`config.mk`:
```
export PLATFORM = sky130hd
export DESIGN_NAME = time_bin_avg_peak_reducer
export DESIGN_NICKNAME = d
export VERILOG_FILES = /design/src/tbapr_pkg.sv /design/src/time_bin_avg_peak_reducer.sv /design/src/tbapr_ram.sv /design/src/tbapr_div.sv /design/src/tbapr_ctrl.sv /design/src/tbapr_dpath.sv
export SDC_FILE = /design/constraint.sdc
export NUM_CORES = 2
export LEC_CHECK = 0
export ABC_AREA = 1
export BUFFER_PORTS_ARGS = -buffer_cell sky130_fd_sc_hd__buf_2
export CAP_MARGIN = 0
export CORE_AREA = 2 2 415 725
export DETAILED_ROUTE_END_ITERATION = 10
export DIE_AREA = 0 0 417 727
export SETUP_SLACK_MARGIN = 0.3
export SYNTH_ARGS = -nofsm -noshare
export SYNTH_HDL_FRONTEND = slang
export SYNTH_SLANG_ARGS = --single-unit
```
`constraint.sdc`:
```
create_clock -name i_clk -period 15.75 [get_ports i_clk]
set_input_delay 2.3625 -clock i_clk [delete_from_list [all_inputs] [get_ports i_clk]]
set_output_delay 2.3625 -clock i_clk [all_outputs]
set_load 0.02 [all_outputs]
```
`src/tbapr_pkg.sv`:
```
// shared types and constants of the time bin average and peak reducer
`default_nettype none
package tbapr_pkg;

    localparam int TIME_W   = 48;
    localparam int BIN_W    = 49;
    localparam int SIZE_W   = 40;
    localparam int VAL_W    = 32;
    localparam int SUM_W    = 48;
    localparam int CNT_W    = 16;
    localparam int CH_W     = 4;
    localparam int MAX_OUT  = 16;
    localparam int CFG_IDX_W = 2;
    localparam int CFG_DAT_W = 48;
    localparam int MUL_STEPS = SIZE_W;
    localparam int DIV_STEPS = BIN_W;

    localparam logic [CFG_IDX_W-1:0] CFG_BIN_SIZE    = 2'd0;
    localparam logic [CFG_IDX_W-1:0] CFG_START_TIME  = 2'd1;
    localparam logic [CFG_IDX_W-1:0] CFG_START_GIVEN = 2'd2;
    localparam logic [CFG_IDX_W-1:0] CFG_FILL_VALUE  = 2'd3;

    localparam logic FUNC_SAMPLE = 1'b0;
    localparam logic FUNC_FLUSH  = 1'b1;

    localparam logic [CNT_W-1:0] COUNT_MAX = '1;

    typedef struct packed {
        logic                    func;
        logic [TIME_W-1:0]       time_us;
        logic [CH_W-1:0]         channel;
        logic signed [VAL_W-1:0] sample_value;
    } t_in;

    typedef struct packed {
        logic [BIN_W-1:0]        bin_center_us;
        logic [CH_W-1:0]         out_channel;
        logic signed [VAL_W-1:0] average;
        logic signed [VAL_W-1:0] peak;
        logic                    empty_res;
        logic                    last;
    } t_out;

    typedef struct packed {
        logic [SIZE_W-1:0]       bin_size_us;
        logic [TIME_W-1:0]       start_time_us;
        logic                    start_given;
        logic signed [VAL_W-1:0] fill_value;
    } t_cfg;

    typedef struct packed {
        logic signed [SUM_W-1:0] sum;
        logic [CNT_W-1:0]        count;
        logic signed [VAL_W-1:0] peak;
    } t_acc;

    typedef enum logic [3:0] {
        S_IDLE, S_BDIV_GO, S_BDIV, S_BCHK, S_MUL_GO, S_MUL,
        S_CRD, S_CCHK, S_ADIV, S_OUT, S_ARD, S_AUPD
    } t_state;

    typedef struct packed {
        logic latch;
        logic bdiv_start;
        logic bchk;
        logic mul_start;
        logic center_load;
        logic rd_k;
        logic avg_start;
        logic out_empty;
        logic out_avg;
        logic close;
        logic k_inc;
        logic set_bin;
        logic acc_write;
    } t_cmd;

    typedef struct packed {
        logic in_flush;
        logic in_ch_ok;
        logic bin_open;
        logic div_done;
        logic mul_done;
        logic bin_change;
        logic ch_empty;
        logic out_taken;
        logic k_last;
        logic emit_last;
    } t_stat;

endpackage
`default_nettype wire

```
`src/time_bin_avg_peak_reducer.sv`:
```
// top level of the time bin average and peak reducer
// Accepts one request at a time; o_in_stall is high while a request is worked.
// A sample for an existing channel goes through a 49-step bin divider, then a RAM
// read-modify-write of the channel's sum, count and peak, before the next acceptance.
// A sample that opens a new bin while one is open, or a flush of an open bin, first
// emits one result per channel: the bin center (40 serial shift-add steps), then per
// channel a RAM read and, for a non-empty channel, a 49-step averaging division;
// an output stall holds each result. One shared restoring divider serves both divisions.
// Channel sums are cleared at once by per-channel valid flops, so no clearing
// pass is needed.
`default_nettype none
module time_bin_avg_peak_reducer
    import tbapr_pkg::*;
#(
    parameter int CHANNELS = 16
) (
    input  wire logic                 i_clk,
    input  wire logic                 i_rst_n,
    // sample and flush requests
    input  wire logic                 i_in_valid,
    output logic                      o_in_stall,
    input  wire t_in                  i_in_data,
    // per-channel results
    output logic                      o_out_valid,
    input  wire logic                 i_out_stall,
    output t_out                      o_out_data,
    // configuration writes
    input  wire logic                 i_cfg_valid,
    output logic                      o_cfg_ready,
    input  wire logic [CFG_IDX_W-1:0] i_cfg_index,
    input  wire logic [CFG_DAT_W-1:0] i_cfg_data
);
    localparam int OUT_CH = CHANNELS < MAX_OUT ? CHANNELS : MAX_OUT;

    t_cfg  r_cfg;
    t_cmd  cmd;
    t_stat stat;
    logic  busy;

    // configuration registers, always ready
    assign o_cfg_ready = 1'b1;

    always_ff @(posedge i_clk) begin
        if (!i_rst_n) begin
            r_cfg.bin_size_us   <= SIZE_W'(1000000);
            r_cfg.start_time_us <= '0;
            r_cfg.start_given   <= 1'b0;
            r_cfg.fill_value    <= {1'b1, {(VAL_W-1){1'b0}}};
        end else if (i_cfg_valid) begin
            case (i_cfg_index)
                CFG_BIN_SIZE:    r_cfg.bin_size_us   <= i_cfg_data[SIZE_W-1:0];
                CFG_START_TIME:  r_cfg.start_time_us <= i_cfg_data[TIME_W-1:0];
                CFG_START_GIVEN: r_cfg.start_given   <= i_cfg_data[0];
                CFG_FILL_VALUE:  r_cfg.fill_value    <= i_cfg_data[VAL_W-1:0];
                default:         r_cfg <= r_cfg;
            endcase
        end
    end

    tbapr_ctrl u_ctrl (
        .i_clk      (i_clk),
        .i_rst_n    (i_rst_n),
        .i_in_valid (i_in_valid),
        .i_stat     (stat),
        .o_cmd      (cmd),
        .o_busy     (busy)
    );

    tbapr_dpath #(.CHANNELS(CHANNELS)) u_dpath (
        .i_clk       (i_clk),
        .i_rst_n     (i_rst_n),
        .i_cfg       (r_cfg),
        .i_in        (i_in_data),
        .i_cmd       (cmd),
        .i_out_stall (i_out_stall),
        .o_stat      (stat),
        .o_out_valid (o_out_valid),
        .o_out       (o_out_data)
    );

    // one request in flight
    assign o_in_stall = busy;

    a_out_while_busy: assert property (@(posedge i_clk) disable iff (!i_rst_n)
        o_out_valid |-> o_in_stall)
        else $error("result pending while idle");
    a_last_channel: assert property (@(posedge i_clk) disable iff (!i_rst_n)
        (o_out_valid && o_out_data.last) |-> (o_out_data.out_channel == CH_W'(OUT_CH - 1)))
        else $error("last flag on wrong channel");
    a_gap_between: assert property (@(posedge i_clk) disable iff (!i_rst_n)
        (o_out_valid && !i_out_stall && o_out_data.out_channel != CH_W'(OUT_CH - 1))
        |=> !o_out_valid)
        else $error("results issued without a read cycle");
endmodule
`default_nettype wire

```
`src/tbapr_ram.sv`:
```
// generic single port write, registered read ram
`default_nettype none
module tbapr_ram #(
    parameter int W = 8,
    parameter int D = 16
) (
    input  wire logic                           i_clk,
    input  wire logic                           i_we,
    input  wire logic [(D > 1 ? $clog2(D) : 1)-1:0] i_waddr,
    input  wire logic [W-1:0]                   i_wdata,
    input  wire logic                           i_re,
    input  wire logic [(D > 1 ? $clog2(D) : 1)-1:0] i_raddr,
    output logic      [W-1:0]                   o_rdata
);
    logic [W-1:0] r_mem [D];

    always_ff @(posedge i_clk) begin
        if (i_we) begin
            r_mem[i_waddr] <= i_wdata;
        end
        if (i_re) begin
            o_rdata <= r_mem[i_raddr];
        end
    end
endmodule
`default_nettype wire

```
`src/tbapr_div.sv`:
```
// iterative restoring divider, one quotient bit per cycle
`default_nettype none
module tbapr_div
    import tbapr_pkg::*;
(
    input  wire logic              i_clk,
    input  wire logic              i_rst_n,
    input  wire logic              i_start,
    input  wire logic [BIN_W-1:0]  i_dividend,
    input  wire logic [SIZE_W-1:0] i_divisor,
    output logic      [BIN_W-1:0]  o_quotient,
    output logic                   o_done
);
    logic [BIN_W-1:0]  r_quo;
    logic [SIZE_W:0]   r_rem;
    logic [SIZE_W-1:0] r_div;
    logic [5:0]        r_cnt;
    logic              r_run;
    logic              r_done;
    logic [SIZE_W:0]   n_trial;
    logic              n_ge;

    always_comb begin
        n_trial = {r_rem[SIZE_W-1:0], r_quo[BIN_W-1]};
        n_ge    = n_trial >= {1'b0, r_div};
    end

    always_ff @(posedge i_clk) begin
        if (!i_rst_n) begin
            r_run  <= 1'b0;
            r_done <= 1'b0;
            r_cnt  <= '0;
        end else if (i_start) begin
            r_run  <= 1'b1;
            r_done <= 1'b0;
            r_cnt  <= 6'(DIV_STEPS);
        end else if (r_run) begin
            r_cnt <= r_cnt - 6'd1;
            if (r_cnt == 6'd1) begin
                r_run  <= 1'b0;
                r_done <= 1'b1;
            end
        end
    end

    always_ff @(posedge i_clk) begin
        if (i_start) begin
            r_quo <= i_dividend;
            r_rem <= '0;
            r_div <= i_divisor;
        end else if (r_run) begin
            r_rem <= n_ge ? n_trial - {1'b0, r_div} : n_trial;
            r_quo <= {r_quo[BIN_W-2:0], n_ge};
        end
    end

    assign o_quotient = r_quo;
    assign o_done     = r_done;
endmodule
`default_nettype wire

```
`src/tbapr_ctrl.sv`:
```
// controller state machine sequencing bin division, emission and accumulation
`default_nettype none
module tbapr_ctrl
    import tbapr_pkg::*;
(
    input  wire logic  i_clk,
    input  wire logic  i_rst_n,
    input  wire logic  i_in_valid,
    input  wire t_stat i_stat,
    output t_cmd       o_cmd,
    output logic       o_busy
);
    t_state r_state;
    t_state n_state;
    logic   accept;

    assign accept = i_in_valid && (r_state == S_IDLE);
    assign o_busy = r_state != S_IDLE;

    always_ff @(posedge i_clk) begin
        if (!i_rst_n) begin
            r_state <= S_IDLE;
        end else begin
            r_state <= n_state;
        end
    end

    always_comb begin
        n_state = r_state;
        case (r_state)
            S_IDLE: begin
                if (accept) begin
                    if (i_stat.in_flush) begin
                        n_state = i_stat.bin_open ? S_MUL_GO : S_IDLE;
                    end else begin
                        n_state = i_stat.in_ch_ok ? S_BDIV_GO : S_IDLE;
                    end
                end
            end
            S_BDIV_GO: n_state = S_BDIV;
            S_BDIV:    if (i_stat.div_done) n_state = S_BCHK;
            S_BCHK:    n_state = i_stat.bin_change ? S_MUL_GO : S_ARD;
            S_MUL_GO:  n_state = S_MUL;
            S_MUL:     if (i_stat.mul_done) n_state = S_CRD;
            S_CRD:     n_state = S_CCHK;
            S_CCHK:    n_state = i_stat.ch_empty ? S_OUT : S_ADIV;
            S_ADIV:    if (i_stat.div_done) n_state = S_OUT;
            S_OUT: begin
                if (i_stat.out_taken) begin
                    if (i_stat.k_last) begin
                        n_state = i_stat.emit_last ? S_IDLE : S_ARD;
                    end else begin
                        n_state = S_CRD;
                    end
                end
            end
            S_ARD:  n_state = S_AUPD;
            S_AUPD: n_state = S_IDLE;
            default: n_state = S_IDLE;
        endcase
    end

    always_comb begin
        o_cmd = '0;
        case (r_state)
            S_IDLE:    o_cmd.latch = accept;
            S_BDIV_GO: o_cmd.bdiv_start = 1'b1;
            S_BCHK:    o_cmd.bchk = 1'b1;
            S_MUL_GO:  o_cmd.mul_start = 1'b1;
            S_MUL:     o_cmd.center_load = i_stat.mul_done;
            S_CRD:     o_cmd.rd_k = 1'b1;
            S_CCHK: begin
                o_cmd.out_empty = i_stat.ch_empty;
                o_cmd.avg_start = !i_stat.ch_empty;
            end
            S_ADIV:    o_cmd.out_avg = i_stat.div_done;
            S_OUT: begin
                o_cmd.close = i_stat.out_taken && i_stat.k_last;
                o_cmd.k_inc = i_stat.out_taken && !i_stat.k_last;
            end
            S_ARD:     o_cmd.set_bin = 1'b1;
            S_AUPD:    o_cmd.acc_write = 1'b1;
            default:   o_cmd = '0;
        endcase
    end

    a_one_div_kind: assert property (@(posedge i_clk) disable iff (!i_rst_n)
        !(o_cmd.bdiv_start && o_cmd.avg_start))
        else $error("two divider starts at once");
    a_close_leaves: assert property (@(posedge i_clk) disable iff (!i_rst_n)
        o_cmd.close |=> (r_state == S_IDLE || r_state == S_ARD))
        else $error("bad state after closing a bin");
    a_mul_after_go: assert property (@(posedge i_clk) disable iff (!i_rst_n)
        (r_state == S_MUL_GO) |=> (r_state == S_MUL))
        else $error("multiply not started");
endmodule
`default_nettype wire

```
`src/tbapr_dpath.sv`:
```
// datapath: bin arithmetic, channel accumulators and result register
`default_nettype none
module tbapr_dpath
    import tbapr_pkg::*;
#(
    parameter int CHANNELS = 16
) (
    input  wire logic i_clk,
    input  wire logic i_rst_n,
    input  wire t_cfg i_cfg,
    input  wire t_in  i_in,
    input  wire t_cmd i_cmd,
    input  wire logic i_out_stall,
    output t_stat     o_stat,
    output logic      o_out_valid,
    output t_out      o_out
);
    localparam int AW     = CHANNELS > 1 ? $clog2(CHANNELS) : 1;
    localparam int OUT_CH = CHANNELS < MAX_OUT ? CHANNELS : MAX_OUT;
    localparam int ACC_W  = $bits(t_acc);

    t_in               r_in;
    logic              r_start_known;
    logic [TIME_W-1:0] r_learned;
    logic              r_bin_open;
    logic [BIN_W-1:0]  r_cur_bin;
    logic [BIN_W-1:0]  r_new_bin;
    logic              r_neg;
    logic [CHANNELS-1:0] r_valid;
    logic              r_rd_valid;
    logic [AW-1:0]     r_rd_addr;
    logic [CH_W-1:0]   r_k;
    logic [BIN_W-1:0]  r_center;
    logic [BIN_W-1:0]  r_mul_acc;
    logic [BIN_W-1:0]  r_mul_a;
    logic [SIZE_W-1:0] r_mul_b;
    logic [5:0]        r_mul_cnt;
    logic              r_mul_done;
    logic              r_out_valid;
    t_out              r_out;

    logic [SIZE_W-1:0] eff_size;
    logic [TIME_W-1:0] eff_start;
    logic [BIN_W-1:0]  diff;
    logic [BIN_W-1:0]  bin_mag;
    logic [BIN_W-1:0]  quo;
    logic [BIN_W-1:0]  q_signed;
    logic              div_done;
    logic              div_start;
    logic [BIN_W-1:0]  div_dividend;
    logic [SIZE_W-1:0] div_divisor;
    logic [SUM_W-1:0]  sum_mag;
    logic [AW+CH_W-1:0] ch_ext;
    logic [AW+CH_W-1:0] k_ext;
    logic [AW-1:0]     raddr;
    logic              re;
    logic [ACC_W-1:0]  rdata;
    t_acc              acc_eff;
    t_acc              acc_new;
    logic signed [VAL_W-1:0] avg;
    logic              last_flag;

    assign eff_size  = (i_cfg.bin_size_us == '0) ? SIZE_W'(1) : i_cfg.bin_size_us;
    assign eff_start = i_cfg.start_given ? i_cfg.start_time_us : r_learned;
    assign diff      = {1'b0, r_in.time_us} - {1'b0, eff_start};
    assign bin_mag   = diff[BIN_W-1] ? -diff : diff;
    assign q_signed  = r_neg ? -quo : quo;
    assign acc_eff   = r_rd_valid ? t_acc'(rdata) : '0;
    assign sum_mag   = acc_eff.sum[SUM_W-1] ? -acc_eff.sum : acc_eff.sum;
    assign avg       = r_neg ? -quo[VAL_W-1:0] : quo[VAL_W-1:0];
    assign last_flag = r_in.func && (r_k == CH_W'(OUT_CH - 1));

    assign ch_ext = {{AW{1'b0}}, r_in.channel};
    assign k_ext  = {{AW{1'b0}}, r_k};
    assign re     = i_cmd.rd_k || i_cmd.set_bin;
    assign raddr  = i_cmd.rd_k ? k_ext[AW-1:0] : ch_ext[AW-1:0];

    assign div_start    = i_cmd.bdiv_start || i_cmd.avg_start;
    assign div_dividend = i_cmd.bdiv_start ? bin_mag : {1'b0, sum_mag};
    assign div_divisor  = i_cmd.bdiv_start ? eff_size : {{(SIZE_W-CNT_W){1'b0}}, acc_eff.count};

    tbapr_div u_div (
        .i_clk      (i_clk),
        .i_rst_n    (i_rst_n),
        .i_start    (div_start),
        .i_dividend (div_dividend),
        .i_divisor  (div_divisor),
        .o_quotient (quo),
        .o_done     (div_done)
    );

    tbapr_ram #(.W(ACC_W), .D(CHANNELS)) u_acc_ram (
        .i_clk   (i_clk),
        .i_we    (i_cmd.acc_write && (r_in.sample_value != i_cfg.fill_value)),
        .i_waddr (r_rd_addr),
        .i_wdata (acc_new),
        .i_re    (re),
        .i_raddr (raddr),
        .o_rdata (rdata)
    );

    // accumulate one non-fill sample, peak first, count saturates
    always_comb begin
        acc_new = acc_eff;
        if (acc_eff.count == '0 || r_in.sample_value > acc_eff.peak) begin
            acc_new.peak = r_in.sample_value;
        end
        if (acc_eff.count != COUNT_MAX) begin
            acc_new.sum   = acc_eff.sum + SUM_W'(r_in.sample_value);
            acc_new.count = acc_eff.count + CNT_W'(1);
        end
    end

    always_ff @(posedge i_clk) begin
        if (!i_rst_n) begin
            r_start_known <= 1'b0;
            r_learned     <= '0;
            r_bin_open    <= 1'b0;
            r_cur_bin     <= '0;
            r_valid       <= '0;
            r_mul_done    <= 1'b0;
            r_mul_cnt     <= '0;
            r_out_valid   <= 1'b0;
            r_k           <= '0;
        end else begin
            if (i_cmd.latch && i_in.func == FUNC_SAMPLE && o_stat.in_ch_ok
                    && !i_cfg.start_given && !r_start_known) begin
                r_start_known <= 1'b1;
                r_learned     <= i_in.time_us;
            end
            if (i_cmd.mul_start) begin
                r_mul_cnt  <= 6'(MUL_STEPS);
                r_mul_done <= 1'b0;
            end else if (r_mul_cnt != '0) begin
                r_mul_cnt <= r_mul_cnt - 6'd1;
                if (r_mul_cnt == 6'd1) begin
                    r_mul_done <= 1'b1;
                end
            end
            if (i_cmd.center_load) begin
                r_k <= '0;
            end else if (i_cmd.k_inc) begin
                r_k <= r_k + CH_W'(1);
            end
            if (i_cmd.close) begin
                r_valid    <= '0;
                r_bin_open <= 1'b0;
                r_cur_bin  <= '0;
            end else if (i_cmd.set_bin) begin
                r_bin_open <= 1'b1;
                r_cur_bin  <= r_new_bin;
            end
            if (i_cmd.acc_write && r_in.sample_value != i_cfg.fill_value) begin
                r_valid[r_rd_addr] <= 1'b1;
            end
            if (i_cmd.out_empty || i_cmd.out_avg) begin
                r_out_valid <= 1'b1;
            end else if (!i_out_stall) begin
                r_out_valid <= 1'b0;
            end
        end
    end

    always_ff @(posedge i_clk) begin
        if (i_cmd.latch) begin
            r_in <= i_in;
        end
        if (i_cmd.bdiv_start) begin
            r_neg <= diff[BIN_W-1];
        end else if (i_cmd.avg_start) begin
            r_neg <= acc_eff.sum[SUM_W-1];
        end
        if (i_cmd.bchk) begin
            r_new_bin <= q_signed;
        end
        if (re) begin
            r_rd_addr  <= raddr;
            r_rd_valid <= r_valid[raddr];
        end
        // serial shift-add product of bin number and size
        if (i_cmd.mul_start) begin
            r_mul_acc <= '0;
            r_mul_a   <= r_cur_bin;
            r_mul_b   <= eff_size;
        end else if (r_mul_cnt != '0) begin
            if (r_mul_b[0]) begin
                r_mul_acc <= r_mul_acc + r_mul_a;
            end
            r_mul_a <= {r_mul_a[BIN_W-2:0], 1'b0};
            r_mul_b <= {1'b0, r_mul_b[SIZE_W-1:1]};
        end
        if (i_cmd.center_load) begin
            r_center <= {1'b0, eff_start} + r_mul_acc
                        + {{(BIN_W-SIZE_W+1){1'b0}}, eff_size[SIZE_W-1:1]};
        end
        if (i_cmd.out_empty) begin
            r_out <= '{bin_center_us: r_center, out_channel: r_k,
                       average: i_cfg.fill_value, peak: i_cfg.fill_value,
                       empty_res: 1'b1, last: last_flag};
        end else if (i_cmd.out_avg) begin
            r_out <= '{bin_center_us: r_center, out_channel: r_k,
                       average: avg, peak: acc_eff.peak,
                       empty_res: 1'b0, last: last_flag};
        end
    end

    always_comb begin
        o_stat.in_flush   = i_in.func == FUNC_FLUSH;
        o_stat.in_ch_ok   = 32'(i_in.channel) < CHANNELS;
        o_stat.bin_open   = r_bin_open;
        o_stat.div_done   = div_done;
        o_stat.mul_done   = r_mul_done;
        o_stat.bin_change = r_bin_open && (q_signed != r_cur_bin);
        o_stat.ch_empty   = acc_eff.count == '0;
        o_stat.out_taken  = r_out_valid && !i_out_stall;
        o_stat.k_last     = r_k == CH_W'(OUT_CH - 1);
        o_stat.emit_last  = r_in.func;
    end

    assign o_out_valid = r_out_valid;
    assign o_out       = r_out;
endmodule
`default_nettype wire

```
==> out/metrics.yaml <==
outcome: "completed"
final_common_cell: "edfxtp_1"
drc: 0
p_comb_share_pct: 36.7
post-route-min-period_ns: 6.48
routedWlPerCell_um: 27.6
ys_warn_count: 0
synth.area.top_cells: "edfxtp_1, o21ai_0, nand2_1"
cts_root_buffer: "clkbuf_16"
hold_ws_ns: 0.470
fin_tns_setup_ns: 0
synthArstFlopShare_pct: 0
powerDensity_mw_per_mm2: 172
syn-cell-area_sq_mm: 0.118
slew_viol_final: 0
timing.final.crit_share_pct: 41.2
seqPwrFrac_pct: 38.0
grt_start_max_net_pins: 218
clock-sinks: 2467
drv_cap: 0
grt_pass1_wl_um: 630000
area_growth_pct: 11.3
place_congestion: 1.04
synth-seq-area-share_pct: 59.6
place_ws_ns: 9.59
ff_latch_area_sq_mm: 0.0706
postCtsSetupBuffers: 0
die_w_um: 417
grt_overflow: 0
cts_made_buffers: 228
dieArea_sq_mm: 0.303
drt-initial-drc-count: 9674
p_leak_uw: 0.0494
fill_cells: 28559
antenna_found_initial: 35
setup_viol: 0
worstSetupPathType: "reg -> reg"
synth_cells: 12069
skew_ns: 0.136
grt_pass1_vias: 90256
vias: 93415
hold_viol_final: 0
p_switching_uw: 9060
h-tree-depth: 4
crit_slowest_cell: "a221oi_1"
cts.reportedPaths.clkPinSlew_ns: 0.07
cts_resized: 0
arrival_ns: 7.09
syn_nets: 12538
cts_tree: "done"
rsz0062_at_grt: "no"
peakVddDrop_uv: 132
path_delay_family: "compound AO/OA/AOI/OAI gates"
final_cell_mix: "edfxtp_1, nand2_1, nor2_1, o21ai_0, inv_1"
relSlewSlack_pct: 11.9
syn_avg_cell_area_sq_um: 9.81
hold_buffers: 0
dr.pass1.iters: 7
layout_setup_ws_ns: 9.27
tightest_slew_ns: 1.31
crit_chain: "buf_4, buf_4, inv_1, buf_4, or2_2, o21ai_0, inv_1, fa_1, ha_1, fa_1, nand3_1, nand2_1, a21oi_1, o21ai_0, a221oi_1, o21ai_0, nand3_1, o211ai_1, a21oi_1, xnor2_1"
cp-end-kind: "flop"
wirelength_um: 449000
hold_path_class: "reg -> reg"
synth_top_area_share_pct: 53.7
crit_buf_inv: 5
synth_seq_cells: 2467
startpoint_type: "flop"
grt_usage_pct: 28.8
numPortBuffers: 260
yosysTopAreaCell: "edfxtp_1"
dp_hpwl_um: 305000
swShare_pct: 39.9
fp.dieH_um: 727
drive_above_1_share_pct: 8.50
cp.required_ns: 16.36
num_rows: 265
insertion_delay_ns: 0.97
via_per_inst: 5.75
multiInputGateArea_sq_mm: 0.0418
core_sq_mm: 0.297
fmax_mhz: 154
synth.distinct_cells: 69
synth_edf_count: 2117
reg2reg_slack_ns: 9.27
power.internal_uw: 13600
initial_utilization_pct: 39.8
critical-path-max-stage-delay_ns: 0.93
clkPwrFrac_pct: 25.3
ant_nets: 0
fin_nets: 12622
synthFlopType: "edfxtp_1"
worst-path-max-fanout: 47
io_pins: 262
clk_path_buf_depth: 4
## synth_stat cells, drive strengths merged (4+ instances only)
cell / n
a21boi: 10
a31o: 9
a21oi: 549
clkbuf: 517
xnor2: 98
a22oi: 11
o211ai: 155
a211oi: 8
o31ai: 9
and3: 8
xor2: 101
a21o: 13
o2111ai: 5
o21ai: 1497
a32o: 4
nor2: 1790
nor4: 33
clkinv: 6
nor3: 75
buf: 72
a31oi: 68
inv: 1072
dfxtp: 350
o21bai: 15
nand4: 120
edfxtp: 2117
nand3b: 27
a221oi: 4
o221ai: 285
or2: 77
ha: 285
fa: 44
o21a: 28
o22ai: 166
nand2: 1998
nand3: 414
## cells by family (layout without fill, tap and decap cells)
family          Yosys count  after routing  share of synthesized area (%)
compound gates         2852           2852                           13.9
xor+xnor                201            201                           1.52
fa+ha+maj               329            329                           3.76
buf+inv                1667           1935                           5.36
flops                  2467           2467                           59.6
mux                       2              2                         0.0169
other cells               1             28                        0.00317
simple gates           4550           4550                           15.9
## state kept, by name (all words and copies together), names as in the netlist, 6 cells and up
register and cells:
u_dpath.r_new_bin 49, u_dpath.r_mul_a 49, u_dpath.u_acc_ram.o_rdata 96, u_dpath.r_learned 48, r_cfg 121, u_dpath.r_mul_cnt 6, u_dpath.u_div.r_cnt 6, u_dpath.u_div.r_rem 40
u_dpath.u_acc_ram.r_mem 1536, u_dpath.r_mul_acc 49, u_dpath.r_mul_b 40, u_dpath.u_div.o_quotient 49, u_dpath.r_cur_bin 49, u_dpath.r_in 80, u_dpath.o_out 119, u_dpath.u_div.r_div 40
u_dpath.r_center 49, u_dpath.r_valid 16
## worst register-to-register path, cell delays in order, from the launching register on
cell	delay (ns)
dfxtp_2	0.32
buf_4	0.32
buf_4	0.36
inv_1	0.08
buf_4	0.27
or2_2	0.39
o21ai_0	0.33
inv_1	0.14
fa_1	0.45
ha_1	0.22
fa_1	0.47
nand3_1	0.09
nand2_1	0.09
a21oi_1	0.28
o21ai_0	0.23
a221oi_1	0.93
o21ai_0	0.60
nand3_1	0.21
o211ai_1	0.14
a21oi_1	0.18
xnor2_1	0.08
## layout make-up
class / count / area share, %
timing repair buffer: 443 / 2.15
antenna: 27 / 0.0513
clock buffer: 275 / 4.58
clock inverter: 139 / 1.14
multi-input combinational: 7935 / 31.7
inverter: 1078 / 3.10
sequential: 2467 / 53.6
tap: 3871 / 3.68
## through the flow
step	total power [uW]	instances	area (sq um)	utilization (%)
floorplan	13800	12069	118000	-
global placement	16900	15793	124000	41.7
detailed placement	16900	15793	124000	41.7
CTS	22600	16207	132000	44.3
global route	23700	16227	132000	44.3
finish	22700	16235	132000	44.3
## path summary, 6_finish.rpt
path / cells after the start / startpoint / endpoint
setup / recovery: 20 / r_cfg[32] / u_dpath.r_center[45]
hold / removal: 2 / u_dpath.r_valid[0] / u_dpath.r_valid[0]
setup reg to reg: 20 / r_cfg[32] / u_dpath.r_center[45]
hold reg to reg: 2 / u_dpath.r_valid[0] / u_dpath.r_valid[0]
## layer usage
metal  up-vias  global-route usage [%]  share of wire [%]
li1      42375                       -                  -
met1     45736                    31.2                 35
met2      4036                    49.4                 49
met3      1250                    4.24                6.5
met4        18                    24.4                9.9
met5         -                       0              0.030
## power groups by stage
stage | clock (uW) | sequential, uW | combinational [uW]
4_1_cts | 5790 | 8610 | 8190
2_1_floorplan | 0 | 8490 | 5330
3_3_place_gp | 0 | 8750 | 8120
5_1_grt | 6020 | 8640 | 9030
3_5_place_dp | 0 | 8740 | 8160
6_report | 5730 | 8620 | 8340
Power figures use the tool's default switching activity.
